<file path="src/rtl/rqoa_pkg.sv">
// ---------------------------------------------------------------------------
// rqoa_pkg
// Shared widths, codes and payload types of the ring queue with running
// average.
// ---------------------------------------------------------------------------
`default_nettype none

package rqoa_pkg;

	localparam int YEAR_W    = 16;
	localparam int TAG_W     = 9;
	localparam int COUNT_W   = 6;
	localparam int SUM_W     = 22;
	localparam int ENTRY_W   = YEAR_W + TAG_W;
	localparam int SLOTS_DEF = 5;

	localparam int DIV_W     = 24;
	localparam int DIV_STEP  = 8;
	localparam int DIV_ITER  = DIV_W / DIV_STEP;
	localparam int DIV_CNT_W = (DIV_ITER > 1) ? $clog2(DIV_ITER) : 1;

	typedef enum logic {
		OP_INSERT = 1'b0,
		OP_REMOVE = 1'b1
	} op_t;

	typedef struct packed {
		logic signed [YEAR_W-1:0] average_year;
		logic signed [YEAR_W-1:0] removed_year;
		logic [TAG_W-1:0]         removed_tag;
		logic                     empty_error;
		logic [COUNT_W-1:0]       held_count;
	} result_t;

	typedef struct packed {
		logic start;
		logic done;
	} div_ctl_t;

endpackage

`default_nettype wire

</file>
<file path="src/rtl/rqoa_in_if.sv">
// ---------------------------------------------------------------------------
// rqoa_in_if
// Command channel: one beat carries an operation and an entry to insert.
// ---------------------------------------------------------------------------
`default_nettype none

interface rqoa_in_if;

	logic                               valid;
	logic                               ready;
	rqoa_pkg::op_t                      operation;
	logic signed [rqoa_pkg::YEAR_W-1:0] year_value;
	logic [rqoa_pkg::TAG_W-1:0]         record_tag;

	modport source (output valid, operation, year_value, record_tag, input ready);
	modport sink   (input valid, operation, year_value, record_tag, output ready);

endinterface

`default_nettype wire

</file>
<file path="src/rtl/rqoa_out_if.sv">
// ---------------------------------------------------------------------------
// rqoa_out_if
// Result channel: one beat per command with the average or the removed entry.
// ---------------------------------------------------------------------------
`default_nettype none

interface rqoa_out_if;

	logic                               valid;
	logic                               ready;
	logic signed [rqoa_pkg::YEAR_W-1:0] average_year;
	logic signed [rqoa_pkg::YEAR_W-1:0] removed_year;
	logic [rqoa_pkg::TAG_W-1:0]         removed_tag;
	logic                               empty_error;
	logic [rqoa_pkg::COUNT_W-1:0]       held_count;

	modport source (output valid, average_year, removed_year, removed_tag, empty_error,
		held_count, input ready);
	modport sink   (input valid, average_year, removed_year, removed_tag, empty_error,
		held_count, output ready);

endinterface

`default_nettype wire

</file>
<file path="src/rtl/rqoa_ram.sv">
// ---------------------------------------------------------------------------
// rqoa_ram
// Simple dual-port RAM, one write and one registered read port.
// ---------------------------------------------------------------------------
`default_nettype none

module rqoa_ram #(
	parameter int WIDTH = rqoa_pkg::ENTRY_W,
	parameter int DEPTH = rqoa_pkg::SLOTS_DEF
) (
	input  wire logic                     clk,
	input  wire logic                     we,
	input  wire logic [$clog2(DEPTH)-1:0] waddr,
	input  wire logic [WIDTH-1:0]         wdata,
	input  wire logic [$clog2(DEPTH)-1:0] raddr,
	output logic      [WIDTH-1:0]         rdata
);

	logic [WIDTH-1:0] mem [DEPTH];

	always_ff @(posedge clk) begin
		if (we) begin
			mem[waddr] <= wdata;
		end
		rdata <= mem[raddr];
	end

endmodule

`default_nettype wire

</file>
<file path="src/rtl/rqoa_div.sv">
// ---------------------------------------------------------------------------
// rqoa_div
// Signed by unsigned divider, truncating toward zero, eight quotient bits
// per cycle.
// ---------------------------------------------------------------------------
`default_nettype none

module rqoa_div (
	input  wire logic                                clk,
	input  wire logic                                arst_n,
	input  wire logic                                start,
	input  wire logic signed [rqoa_pkg::SUM_W-1:0]   dividend,
	input  wire logic [rqoa_pkg::COUNT_W-1:0]        divisor,
	output logic                                     done,
	output logic signed [rqoa_pkg::YEAR_W-1:0]       quotient
);

	localparam int DW = rqoa_pkg::DIV_W;
	localparam int CW = rqoa_pkg::COUNT_W;

	logic                          busy_q;
	logic                          done_q;
	logic [rqoa_pkg::DIV_CNT_W-1:0] cnt_q;
	logic                          neg_q;
	logic [DW-1:0]                 dvd_q;
	logic [CW:0]                   rem_q;
	logic [CW-1:0]                 dsr_q;
	logic signed [rqoa_pkg::YEAR_W-1:0] quot_q;

	logic [rqoa_pkg::SUM_W-1:0] mag;
	logic [DW-1:0]              dvd_nxt;
	logic [CW:0]                rem_nxt;

	assign mag = dividend[rqoa_pkg::SUM_W-1] ? rqoa_pkg::SUM_W'(-dividend)
		: rqoa_pkg::SUM_W'(dividend);

	always_comb begin
		logic [DW-1:0] d;
		logic [CW:0]   r;
		d = dvd_q;
		r = rem_q;
		for (int k = 0; k < rqoa_pkg::DIV_STEP; k++) begin
			r = {r[CW-1:0], d[DW-1]};
			d = {d[DW-2:0], 1'b0};
			if (r >= {1'b0, dsr_q}) begin
				r = r - {1'b0, dsr_q};
				d[0] = 1'b1;
			end
		end
		dvd_nxt = d;
		rem_nxt = r;
	end

	always_ff @(posedge clk or negedge arst_n) begin
		if (!arst_n) begin
			busy_q <= 1'b0;
			done_q <= 1'b0;
			cnt_q  <= '0;
		end else begin
			done_q <= 1'b0;
			if (start) begin
				busy_q <= 1'b1;
				cnt_q  <= '0;
			end else if (busy_q) begin
				cnt_q <= cnt_q + 1'b1;
				if (cnt_q == rqoa_pkg::DIV_CNT_W'(rqoa_pkg::DIV_ITER - 1)) begin
					busy_q <= 1'b0;
					done_q <= 1'b1;
				end
			end
		end
	end

	always_ff @(posedge clk) begin
		if (start) begin
			dvd_q <= {{(DW - rqoa_pkg::SUM_W){1'b0}}, mag};
			rem_q <= '0;
			dsr_q <= divisor;
			neg_q <= dividend[rqoa_pkg::SUM_W-1];
		end else if (busy_q) begin
			dvd_q <= dvd_nxt;
			rem_q <= rem_nxt;
			if (cnt_q == rqoa_pkg::DIV_CNT_W'(rqoa_pkg::DIV_ITER - 1)) begin
				quot_q <= neg_q ? -dvd_nxt[rqoa_pkg::YEAR_W-1:0]
					: dvd_nxt[rqoa_pkg::YEAR_W-1:0];
			end
		end
	end

	assign done     = done_q;
	assign quotient = quot_q;

endmodule

`default_nettype wire

</file>
<file path="src/rtl/ring_queue_overwrite_average.sv">
// ---------------------------------------------------------------------------
// ring_queue_overwrite_average
// Circular queue of year and tag entries with overwrite and running average.
// ---------------------------------------------------------------------------
// Commands arrive on req as beats of operation, year_value and record_tag;
// each command gives exactly one beat on rsp. An insert drops the oldest
// entry when SLOTS-1 entries are held, appends the new one and reports the
// average of all held years, truncated toward zero. A remove reports the
// oldest entry, or raises empty_error when nothing is held.
// The entries live in one RAM with a registered read; the head slot is read
// at the edge that accepts a command, and an insert writes the tail slot in
// the cycle after that edge.
// An insert updates the queue in S_MOD, starts the divider there and loads
// the average into its result register once the divider is done; the
// divider produces eight quotient bits per cycle. A remove loads its result
// register in S_MOD. One command is in flight at a time; req.ready is high
// while the block waits for a command, even when a result is still held on
// rsp. If rsp stalls, the next result waits until the register is free.
// Reset empties the queue and clears the running sum; the RAM is not cleared.
// ---------------------------------------------------------------------------
`default_nettype none

module ring_queue_overwrite_average #(
	parameter int SLOTS = rqoa_pkg::SLOTS_DEF
) (
	input wire logic   clk,
	input wire logic   arst_n,
	rqoa_in_if.sink    req,
	rqoa_out_if.source rsp
);

	localparam int IDX_W = $clog2(SLOTS);
	localparam int YW    = rqoa_pkg::YEAR_W;
	localparam int TW    = rqoa_pkg::TAG_W;
	localparam int SW    = rqoa_pkg::SUM_W;
	localparam int CW    = rqoa_pkg::COUNT_W;

	typedef enum logic [1:0] {
		S_IDLE,
		S_MOD,
		S_DIV,
		S_OUT
	} state_t;

	state_t                 state_q;
	logic [IDX_W-1:0]       head_q;
	logic [IDX_W-1:0]       tail_q;
	logic [CW-1:0]          count_q;
	logic signed [SW-1:0]   sum_q;
	rqoa_pkg::op_t          op_q;
	logic signed [YW-1:0]   year_q;
	logic [TW-1:0]          tag_q;
	logic                   full_q;
	logic                   empty_q;
	rqoa_pkg::result_t      res_q;
	rqoa_pkg::result_t      out_q;
	logic                   out_valid_q;

	logic [rqoa_pkg::ENTRY_W-1:0] rdata;
	logic signed [YW-1:0]   rd_year;
	logic [TW-1:0]          rd_tag;
	logic [IDX_W-1:0]       head_nxt;
	logic [IDX_W-1:0]       tail_nxt;
	logic signed [SW-1:0]   drop_ext;
	logic signed [SW-1:0]   year_ext;
	logic signed [SW-1:0]   sum_ins;
	logic [CW-1:0]          count_ins;
	rqoa_pkg::div_ctl_t     div_ctl;
	logic signed [YW-1:0]   quotient;
	logic                   accept;
	logic                   out_free;

	assign accept   = req.valid && req.ready;
	assign out_free = !out_valid_q || rsp.ready;

	assign rd_year  = rdata[rqoa_pkg::ENTRY_W-1:TW];
	assign rd_tag   = rdata[TW-1:0];
	assign head_nxt = (head_q == IDX_W'(SLOTS - 1)) ? '0 : head_q + 1'b1;
	assign tail_nxt = (tail_q == IDX_W'(SLOTS - 1)) ? '0 : tail_q + 1'b1;

	assign drop_ext  = {{(SW - YW){rd_year[YW-1]}}, rd_year};
	assign year_ext  = {{(SW - YW){year_q[YW-1]}}, year_q};
	assign sum_ins   = full_q ? sum_q - drop_ext + year_ext : sum_q + year_ext;
	assign count_ins = full_q ? count_q : count_q + 1'b1;

	assign div_ctl.start = (state_q == S_MOD) && (op_q == rqoa_pkg::OP_INSERT);

	rqoa_ram #(
		.WIDTH (rqoa_pkg::ENTRY_W),
		.DEPTH (SLOTS)
	) u_ram (
		.clk   (clk),
		.we    (div_ctl.start),
		.waddr (tail_q),
		.wdata ({year_q, tag_q}),
		.raddr (head_q),
		.rdata (rdata)
	);

	rqoa_div u_div (
		.clk      (clk),
		.arst_n   (arst_n),
		.start    (div_ctl.start),
		.dividend (sum_ins),
		.divisor  (count_ins),
		.done     (div_ctl.done),
		.quotient (quotient)
	);

	always_ff @(posedge clk or negedge arst_n) begin
		if (!arst_n) begin
			state_q     <= S_IDLE;
			head_q      <= '0;
			tail_q      <= '0;
			count_q     <= '0;
			sum_q       <= '0;
			res_q       <= '0;
			out_q       <= '0;
			out_valid_q <= 1'b0;
		end else begin
			if ((state_q == S_OUT) && out_free) begin
				out_valid_q <= 1'b1;
			end else if (rsp.ready) begin
				out_valid_q <= 1'b0;
			end
			case (state_q)
				S_IDLE: begin
					if (accept) begin
						state_q <= S_MOD;
					end
				end
				S_MOD: begin
					if (op_q == rqoa_pkg::OP_INSERT) begin
						sum_q   <= sum_ins;
						count_q <= count_ins;
						tail_q  <= tail_nxt;
						if (full_q) begin
							head_q <= head_nxt;
						end
						res_q.average_year <= '0;
						res_q.removed_year <= '0;
						res_q.removed_tag  <= '0;
						res_q.empty_error  <= 1'b0;
						res_q.held_count   <= count_ins;
						state_q <= S_DIV;
					end else if (empty_q) begin
						res_q.average_year <= '0;
						res_q.removed_year <= '0;
						res_q.removed_tag  <= '0;
						res_q.empty_error  <= 1'b1;
						res_q.held_count   <= '0;
						state_q <= S_OUT;
					end else begin
						sum_q   <= sum_q - drop_ext;
						count_q <= count_q - 1'b1;
						head_q  <= head_nxt;
						res_q.average_year <= '0;
						res_q.removed_year <= rd_year;
						res_q.removed_tag  <= rd_tag;
						res_q.empty_error  <= 1'b0;
						res_q.held_count   <= count_q - 1'b1;
						state_q <= S_OUT;
					end
				end
				S_DIV: begin
					if (div_ctl.done) begin
						res_q.average_year <= quotient;
						state_q <= S_OUT;
					end
				end
				S_OUT: begin
					if (out_free) begin
						out_q   <= res_q;
						state_q <= S_IDLE;
					end
				end
				default: begin
					state_q <= S_IDLE;
				end
			endcase
		end
	end

	always_ff @(posedge clk) begin
		if (accept) begin
			op_q    <= req.operation;
			year_q  <= req.year_value;
			tag_q   <= req.record_tag;
			full_q  <= (count_q == CW'(SLOTS - 1));
			empty_q <= (count_q == '0);
		end
	end

	assign req.ready        = (state_q == S_IDLE);
	assign rsp.valid        = out_valid_q;
	assign rsp.average_year = out_q.average_year;
	assign rsp.removed_year = out_q.removed_year;
	assign rsp.removed_tag  = out_q.removed_tag;
	assign rsp.empty_error  = out_q.empty_error;
	assign rsp.held_count   = out_q.held_count;

	a_count_bound: assert property (@(posedge clk) disable iff (!arst_n)
		count_q <= CW'(SLOTS - 1))
		else $error("held count exceeds capacity");

	a_empty_ptrs: assert property (@(posedge clk) disable iff (!arst_n)
		(count_q == '0) == (head_q == tail_q))
		else $error("count and pointers disagree");

	a_err_count: assert property (@(posedge clk) disable iff (!arst_n)
		rsp.valid && rsp.empty_error |-> rsp.held_count == '0)
		else $error("empty error with entries held");

	a_one_cmd: assert property (@(posedge clk) disable iff (!arst_n)
		accept |=> !req.ready)
		else $error("second command taken while one is in flight");

endmodule

`default_nettype wire
</file>
<file path="src/flat_wrapper.sv">
// flat-port wrapper written by rule: the top's interface ports become plain ports
module ring_queue_overwrite_average_flat 
#(
	parameter int SLOTS = rqoa_pkg::SLOTS_DEF
)
  (clk, arst_n, req_valid, req_operation, req_year_value, req_record_tag, req_ready, rsp_valid, rsp_average_year, rsp_removed_year, rsp_removed_tag, rsp_empty_error, rsp_held_count, rsp_ready);
  rqoa_in_if req_i ();
  rqoa_out_if rsp_i ();
  input wire logic clk;
  input wire logic arst_n;
  input wire logic [$bits(req_i.valid)-1:0] req_valid;
  input wire logic [$bits(req_i.operation)-1:0] req_operation;
  input wire logic [$bits(req_i.year_value)-1:0] req_year_value;
  input wire logic [$bits(req_i.record_tag)-1:0] req_record_tag;
  output wire logic [$bits(req_i.ready)-1:0] req_ready;
  output wire logic [$bits(rsp_i.valid)-1:0] rsp_valid;
  output wire logic [$bits(rsp_i.average_year)-1:0] rsp_average_year;
  output wire logic [$bits(rsp_i.removed_year)-1:0] rsp_removed_year;
  output wire logic [$bits(rsp_i.removed_tag)-1:0] rsp_removed_tag;
  output wire logic [$bits(rsp_i.empty_error)-1:0] rsp_empty_error;
  output wire logic [$bits(rsp_i.held_count)-1:0] rsp_held_count;
  input wire logic [$bits(rsp_i.ready)-1:0] rsp_ready;
  assign req_i.valid = req_valid;
  assign req_i.operation = req_operation;
  assign req_i.year_value = req_year_value;
  assign req_i.record_tag = req_record_tag;
  assign req_ready = req_i.ready;
  assign rsp_valid = rsp_i.valid;
  assign rsp_average_year = rsp_i.average_year;
  assign rsp_removed_year = rsp_i.removed_year;
  assign rsp_removed_tag = rsp_i.removed_tag;
  assign rsp_empty_error = rsp_i.empty_error;
  assign rsp_held_count = rsp_i.held_count;
  assign rsp_i.ready = rsp_ready;
  ring_queue_overwrite_average #(.SLOTS(SLOTS)) u_core (.clk(clk), .arst_n(arst_n), .req(req_i), .rsp(rsp_i));
endmodule
</file>
<file path="config.mk">
export PLATFORM = sky130hd
export DESIGN_NAME = ring_queue_overwrite_average_flat
export DESIGN_NICKNAME = d
export VERILOG_FILES = /design/src/rtl/rqoa_pkg.sv /design/src/rtl/rqoa_in_if.sv /design/src/rtl/rqoa_out_if.sv /design/src/rtl/rqoa_ram.sv /design/src/rtl/rqoa_div.sv /design/src/rtl/ring_queue_overwrite_average.sv /design/src/flat_wrapper.sv
export SDC_FILE = /design/constraint.sdc
export NUM_CORES = 1
export LEC_CHECK = 0
export ABC_AREA = 1
export BUFFER_PORTS_ARGS = -buffer_cell sky130_fd_sc_hd__buf_2
export CORE_UTILIZATION = 40
export DETAILED_ROUTE_END_ITERATION = 10
export GPL_TIMING_DRIVEN = 0
export PLACE_DENSITY_LB_ADDON = 0.1
export SLEW_MARGIN = 20
export SYNTH_ARGS = -nofsm -noshare
export SYNTH_HDL_FRONTEND = slang
export SYNTH_SLANG_ARGS = --single-unit
</file>
<file path="constraint.sdc">
create_clock -name clk -period 12.36 [get_ports clk]
set_clock_uncertainty 0.2 [all_clocks]
set_input_delay 1.854 -clock clk [delete_from_list [all_inputs] [get_ports clk]]
set_output_delay 1.854 -clock clk [all_outputs]
set_load 0.005 [all_outputs]
</file>
Word-level counts from Yosys, hierarchy flattened
Memories as Yosys holds them, arrays and structs flattened. A register that Yosys moved wholly into a read port is not among the register bits.
Cells that the tools add are included.
{"block": "word_totals", "reg_bits": 218, "ram_bits": 125, "in_bits": 30, "output_inout_bits": 50, "elab_cells": 140, "n_memories": 1}
{"block": "op_classes", "n_addsub": 18, "order_cmp": 8, "eq_ne": 11, "mux": 52, "n_bitwise": 2, "n_reduce_logical": 18}
{"name": "u_core.u_ram.mem", "words": 5, "width": 25, "read_ports": 1, "rd_ports_with_merged_regs": 1, "write_ports": 1, "line_no": "rqoa_ram.sv:19", "text": "logic [WIDTH-1:0] mem [DEPTH];"}
{"op": "22-bit 2-to-1 mux", "count": 6}
{"op": "6-bit 2-to-1 mux", "count": 11}
{"op": "7-bit by 6-bit >= comparator with 1-bit output", "count": 8}
{"op": "48-bit 2-to-1 mux", "count": 1}
{"op": "6-bit subtractor", "count": 8}
{"op": "22-bit by 16-bit adder with 22-bit output", "count": 2}
{"op": "16-bit 2-to-1 mux", "count": 2}
{"op": "32-bit 2-to-1 mux", "count": 1}
{"op": "16-bit one-hot mux with 2 select lines", "count": 1}
{"op": "22-bit negator", "count": 1}
{"op": "22-bit by 16-bit subtractor with 22-bit output", "count": 1}
{"op": "1-bit 2-to-1 mux", "count": 19}
{"op": "16-bit negator", "count": 1}
{"op": "3-bit 2-to-1 mux", "count": 5}
{"op": "2-bit 2-to-1 mux", "count": 5}
{"op": "3-bit AND reduction", "count": 3}
{"op": "2-bit one-hot mux with 4 select lines", "count": 1}
{"op": "2-bit AND reduction", "count": 4}
{"op": "2-bit nonzero test", "count": 4}
{"op": "3-bit by 1-bit adder with 3-bit output, second input constant", "count": 2}
{"op": "6-bit by 1-bit adder with 6-bit output, second input constant", "count": 1}
{"op": "2-bit equality test, second input constant", "count": 3}
{"op": "3-bit equality test, second input constant", "count": 2}
{"op": "6-bit by 3-bit equality test with 1-bit output, second input constant", "count": 1}
{"op": "11 further kinds", "count": 16}

Longest topological paths before layout
{"block": "logic_depth", "word_depth": 18, "mapped_depth": 91}

By module
Synthesis repeated with hierarchy kept, for this count alone.
{"block": "hier_totals", "hier_cells": 2377, "area_unflattened_um2": 20662.3}
{"mod": "ring_queue_overwrite_average", "instances": 1, "cells_per_inst": 1127, "area_per_inst_um2": 9307.7}
{"mod": "rqoa_ram", "instances": 1, "cells_per_inst": 535, "area_per_inst_um2": 5858.1}
{"mod": "rqoa_div", "instances": 1, "cells_per_inst": 715, "area_per_inst_um2": 5496.5}

Least setup slack after synthesis
Ideal clock, no wire load.
{"block": "synth_timing", "path_type": "reg2reg", "start": "register u_core.u_div.dsr_q[1]", "end": "register u_core.u_div.quot_q, in the netlist u_core.u_div.quotient[14] (data pin)", "arrival_ns": 12.604, "required_time_ns": 11.901, "path_slack_ns": -0.703, "path_stages_with_launch": 86, "path_buffers": 4, "period_less_slack_ns": 13.063, "path_cell_list": "edfxtp_1 inv_1 ha_1 nand2_1 inv_1 nand2_1 nand2_2 nand2_2 nand3_2 buf_6 o21ai_0 ha_1 nand3b_1 nand3_1 a21oi_2 nand2_1 nor2_4 buf_6 [... 50 more ...] nand3_2 buf_6 o21ai_1 inv_1 ha_1 a21oi_1 nand2_1 a21oi_1 nor2_1 nor2_1 o21a_1 nand3_2 inv_2 ha_1 nand4_4 o31ai_4 nand2_1 xor2_1"}
{"block": "synth_via", "elab_chain_len": 18}
{"element": "from (decl)", "line_no": "rqoa_div.sv:27", "text": "logic [CW-1:0] dsr_q;"}
{"element": "from (signal assigned)", "line_no": "rqoa_div.sv:78", "text": "dsr_q <= divisor;"}
{"element": "6-bit subtractor / 7-bit by 6-bit >= comparator with 1-bit output (equally long branches)", "line_no": "rqoa_div.sv:46, rqoa_div.sv:45"}
{"element": "6-bit 2-to-1 mux", "line_no": "rqoa_div.sv:45", "text": "if (r >= {1'b0, dsr_q}) begin"}
{"element": "6-bit subtractor / 7-bit by 6-bit >= comparator with 1-bit output (equally long branches)", "line_no": "rqoa_div.sv:46, rqoa_div.sv:45"}
{"element": "6-bit 2-to-1 mux", "line_no": "rqoa_div.sv:45"}
{"element": "6-bit subtractor / 7-bit by 6-bit >= comparator with 1-bit output (equally long branches)", "line_no": "rqoa_div.sv:46, rqoa_div.sv:45"}
{"element": "6-bit 2-to-1 mux", "line_no": "rqoa_div.sv:45"}
{"element": "6-bit subtractor / 7-bit by 6-bit >= comparator with 1-bit output (equally long branches)", "line_no": "rqoa_div.sv:46, rqoa_div.sv:45"}
{"element": "6-bit 2-to-1 mux", "line_no": "rqoa_div.sv:45"}
{"element": "[... 2 more ...]"}
{"element": "7-bit by 6-bit >= comparator with 1-bit output / 6-bit subtractor (equally long branches)", "line_no": "rqoa_div.sv:45, rqoa_div.sv:46"}
{"element": "6-bit 2-to-1 mux", "line_no": "rqoa_div.sv:45"}
{"element": "6-bit subtractor / 7-bit by 6-bit >= comparator with 1-bit output (equally long branches)", "line_no": "rqoa_div.sv:46, rqoa_div.sv:45"}
{"element": "6-bit 2-to-1 mux", "line_no": "rqoa_div.sv:45"}
{"element": "7-bit by 6-bit >= comparator with 1-bit output", "line_no": "rqoa_div.sv:45"}
{"element": "1-bit 2-to-1 mux", "line_no": "rqoa_div.sv:45"}
{"element": "16-bit negator *", "line_no": "rqoa_div.sv:84", "text": "quot_q <= neg_q ? -dvd_nxt[rqoa_pkg::YEAR_W-1:0]"}
{"element": "16-bit 2-to-1 mux *", "line_no": "rqoa_div.sv:84"}
{"element": "to (signal assigned)", "line_no": "rqoa_div.sv:84"}
{"element": "to (decl)", "line_no": "rqoa_div.sv:28", "text": "logic signed [rqoa_pkg::YEAR_W-1:0] quot_q;"}
Every way passes the cells marked *; elsewhere a longest branch is shown, timed or not.
A chain may end at the register's enable or synchronous reset.

Worst setup path in the final report
{"block": "layout_timing", "start": "register u_core.u_div.dsr_q[4]", "end": "register u_core.u_div.quot_q, in the netlist u_core.u_div.quotient[14] (data pin)"}
{"block": "layout_via", "elab_chain_len": 18}
{"element": "6-bit subtractor / 7-bit by 6-bit >= comparator with 1-bit output (equally long branches)", "line_no": "rqoa_div.sv:46, rqoa_div.sv:45"}
{"element": "6-bit 2-to-1 mux", "line_no": "rqoa_div.sv:45"}
{"element": "6-bit subtractor / 7-bit by 6-bit >= comparator with 1-bit output (equally long branches)", "line_no": "rqoa_div.sv:46, rqoa_div.sv:45"}
{"element": "6-bit 2-to-1 mux", "line_no": "rqoa_div.sv:45"}
{"element": "7-bit by 6-bit >= comparator with 1-bit output / 6-bit subtractor (equally long branches)", "line_no": "rqoa_div.sv:45, rqoa_div.sv:46"}
{"element": "6-bit 2-to-1 mux", "line_no": "rqoa_div.sv:45"}
{"element": "6-bit subtractor / 7-bit by 6-bit >= comparator with 1-bit output (equally long branches)", "line_no": "rqoa_div.sv:46, rqoa_div.sv:45"}
{"element": "6-bit 2-to-1 mux", "line_no": "rqoa_div.sv:45"}
{"element": "[... 2 more ...]"}
{"element": "6-bit subtractor / 7-bit by 6-bit >= comparator with 1-bit output (equally long branches)", "line_no": "rqoa_div.sv:46, rqoa_div.sv:45"}
{"element": "6-bit 2-to-1 mux", "line_no": "rqoa_div.sv:45"}
{"element": "6-bit subtractor / 7-bit by 6-bit >= comparator with 1-bit output (equally long branches)", "line_no": "rqoa_div.sv:46, rqoa_div.sv:45"}
{"element": "6-bit 2-to-1 mux", "line_no": "rqoa_div.sv:45"}
{"element": "7-bit by 6-bit >= comparator with 1-bit output", "line_no": "rqoa_div.sv:45"}
{"element": "1-bit 2-to-1 mux", "line_no": "rqoa_div.sv:45"}
{"element": "16-bit negator *", "line_no": "rqoa_div.sv:84"}
{"element": "16-bit 2-to-1 mux *", "line_no": "rqoa_div.sv:84"}
Marks and branches as above.

==> flow_metrics.tcl <==
set metrics [dict create \
    cp_slowest_cell "edfxtp_1" \
    hold_path_class "flop to flop" \
    stdcell_area_mm2 0.02344 \
    root_buffer "clkbuf_16" \
    dp_hpwl_um 39630 \
    crit_top_cell "ha_4" \
    yosys_warnings 0 \
    worst_setup_path_start_kind "flop" \
    finalWirelength_um 53810 \
    clk_path_buf_depth 3 \
    worstHoldPathCells 2 \
    synth_top_area_share_pct 30.80 \
    grt_pass1_wl_um 82690 \
    synth_edf_count 198 \
    ioPinCount 80 \
    async_flop_share_pct 37.23 \
    drv_cap 0 \
    reg2reg_slack_ps 260 \
    die_area_mm2 0.04915 \
    drive_above_1_share_pct 17.67 \
    grt_start_max_net_pins 81 \
    end_kind "flop" \
    numCtsBuffers 40 \
    use_met2_pct 37.04 \
    ff2ff_path_depth 84 \
    tightest_slew_ps 931.2 \
    setup_viol 0 \
    fin_crit_ps 12100 \
    die_h_um 221.7 \
    holdCritStartpoint "u_core.u_ram.rdata[6]" \
    drv_slew 0 \
    clk_latency_ps 570 \
    worstPathArrival_ps 12200 \
    wl_per_cell_um 18.26 \
    netlist_instances 2083 \
    track_usage_pct 21.80 \
    critical_path_class "flop to flop" \
    multi_input_area_mm2 0.008795 \
    first_pass_iters 5 \
    met1_usage_pct 29.21 \
    h-tree-depth 2 \
    worst_r2r_endpoint "u_core.u_div.quotient[14]" \
    outcome "completed" \
    first_iter_violations 1012 \
    whs_endpoint "u_core.res_q[13]" \
    synth_seq_area_share_pct 51.98 \
    synthFlopType "edfxtp_1" \
    core.rowCount 80 \
    ant_nets 0 \
    start_util_pct 40.52 \
    grt_overflow 0 \
    crit_family "compound AO/OA/AOI/OAI gates" \
    clk_pin_slew_ps 60 \
    vias 15070 \
    clock.fmax_mhz 82.64 \
    post-route-period-util_pct 97.90 \
    final.setup.tns_ps 0 \
    critical_path_buf_inv_count 12 \
    synthTopCellsByArea "edfxtp_1 31%, dfrtp_1 18%, nand2_1 7.2%" \
    synthToLayoutAreaGrowth_pct 21.41 \
    gp_congestion 0.8775 \
    synthesis.area_mm2 0.01931 \
    core_area_mm2 0.04765 \
    ys_types 53 \
    hold-worst-slack_ps 243.7 \
    final_nets 2444 \
    yosys.area.top_type "edfxtp_1" \
    cts.sinks 368 \
    grt_pass1_vias 14910 \
    crit_required_ps 12460 \
    drc 0 \
    timing.rr.start "u_core.u_div.dsr_q[4]" \
    die_x_um 221.7 \
    ys_ff_latch 368 \
    hold_violations 0 \
    slowest_delay_ps 370 \
    cts_tree "built" \
    fillers 4470 \
    via_per_inst 5.113 \
    seqCellArea_mm2 0.01003 \
    syn_nets 2227 \
    rsz0062_at_grt "yes" \
    placed_area_mm2 0.02078 \
    relSlewSlack_pct 37.85 \
    worstPathMaxFanout 8 \
    antenna_found_initial 1 \
    met3_usage_pct 2.942 \
    busiest_layer "met2" \
    syn_area_per_cell_um2 9.268 \
    io_buffers 79 \
    antennaDiodeCount 0 \
]
## layout make-up
type | count | share of cell area [%]
Inverter | 245 | 4.083
Tap cell | 615 | 3.283
Multi-Input combinational cell | 1398 | 37.52
Timing Repair Buffer | 176 | 5.092
Sequential cell | 368 | 42.81
Buffer | 71 | 1.431
Clock inverter | 16 | 0.8701
Clock buffer | 58 | 4.911
## per-stage QoR
stage	util (%)	setup WS, ps	std cells
after CTS	47.49	40.86	2913
after floorplan	-	7.703	2083
final	49.20	259.1	2947
after global placement	43.15	-1896	2777
after global routing	49.20	-410.2	2947
after detailed placement	43.61	-2043	2798
## sequential cells by signal (all words and copies together) (netlist names), 6 cells and up
signal                   count
u_core.u_div.dvd_q          24
u_core.year_q               16
u_core.rsp.held_count        6
u_core.u_div.rem_q           6
u_core.rsp.removed_tag       9
u_core.res_q                48
u_core.tag_q                 9
u_core.count_q               6
u_core.u_ram.mem           125
u_core.rsp.average_year     16
u_core.sum_q                22
u_core.u_div.quotient       16
u_core.u_ram.rdata          25
u_core.u_div.dsr_q           6
u_core.rsp.removed_year     16
## Yosys cell counts, types with 13 or more instances
library cell	n
inv_1	235
nand2_1	370
nand4_1	14
xnor2_1	31
dfxtp_1	33
xor2_1	63
clkbuf_1	61
edfxtp_1	198
o21ai_0	263
ha_1	104
nor2_1	199
dfrtp_1	137
a31oi_1	37
a21oi_1	79
nor3_1	16
o21ai_1	18
nand2_2	13
nand3_1	68
o22ai_1	26
## how the worst max path moves through the flow
stage	cells past startpoint	from	slack (ps)	to
floorplan	90	u_core.u_div.dsr_q[1]	8	u_core.u_div.quotient[14]
global placement	89	u_core.u_div.dsr_q[1]	-1900	u_core.u_div.quotient[12]
detailed placement	89	u_core.u_div.dsr_q[1]	-2040	u_core.u_div.quotient[12]
CTS	88	u_core.u_div.dsr_q[5]	40	u_core.u_div.quotient[12]
global route	87	u_core.u_div.dsr_q[5]	-410	u_core.u_div.quotient[12]
finish	84	u_core.u_div.dsr_q[4]	260	u_core.u_div.quotient[14]
## what timing repair did
action	CTS	global route
gates resized for setup	38	103
gates cloned	0	1
buffers inserted	41	35
pin swaps	25	80
endpoints found under the setup margin	23	23
hold buffers	0	0
## cells in the final DEF (no fill, tap or decap), types with 7 or more instances in the layout
cell type and count:
a21o_1 7, a21oi_1 67, a21oi_2 9, a31oi_1 37
buf_2 85, buf_4 83, clkbuf_1 73, clkbuf_16 43
dfrtp_1 137, dfxtp_1 33, edfxtp_1 198, fa_1 10
ha_1 76, ha_4 27, inv_1 221, inv_2 11
nand2_1 344, nand2_2 29, nand2_4 13, nand3_1 67
nand3_2 9, nand4_1 14, nor2_1 196, nor3_1 11
o211ai_1 8, o21ai_0 253, o21ai_1 13, o21ai_2 9
o21ai_4 13, o22ai_1 26, xnor2_1 31, xor2_1 62
## metal layers
| layer | routed length, µm | up-vias |
|---|---|---|
| met3 | 1963 | 70 |
| li1 | - | 7467 |
| met5 | 0 | - |
| met4 | 1151 | 0 |
| met1 | 24740 | 7255 |
| met2 | 25950 | 277 |
## worst min-delay path: stages, from the launching register on
cell and delay, ps:
dfxtp_1 310, nand2_1 40, o21ai_0 60
## logic make-up (layout without fill, tap and decap cells)
logic type / Yosys count / in the layout / share of synthesized area (%)
XOR/XNOR: 95 / 95 / 4.349
buffers and inverters: 317 / 566 / 6.461
AO/OA/AOI/OAI: 471 / 471 / 13.43
flip-flops: 368 / 368 / 51.98
adder cells (fa/ha/maj): 114 / 114 / 7.777
AND/OR/NAND/NOR: 718 / 718 / 16.01
Power is not shown: default switching activity piles up to over one toggle a cycle in this logic, so the estimate is an artifact.
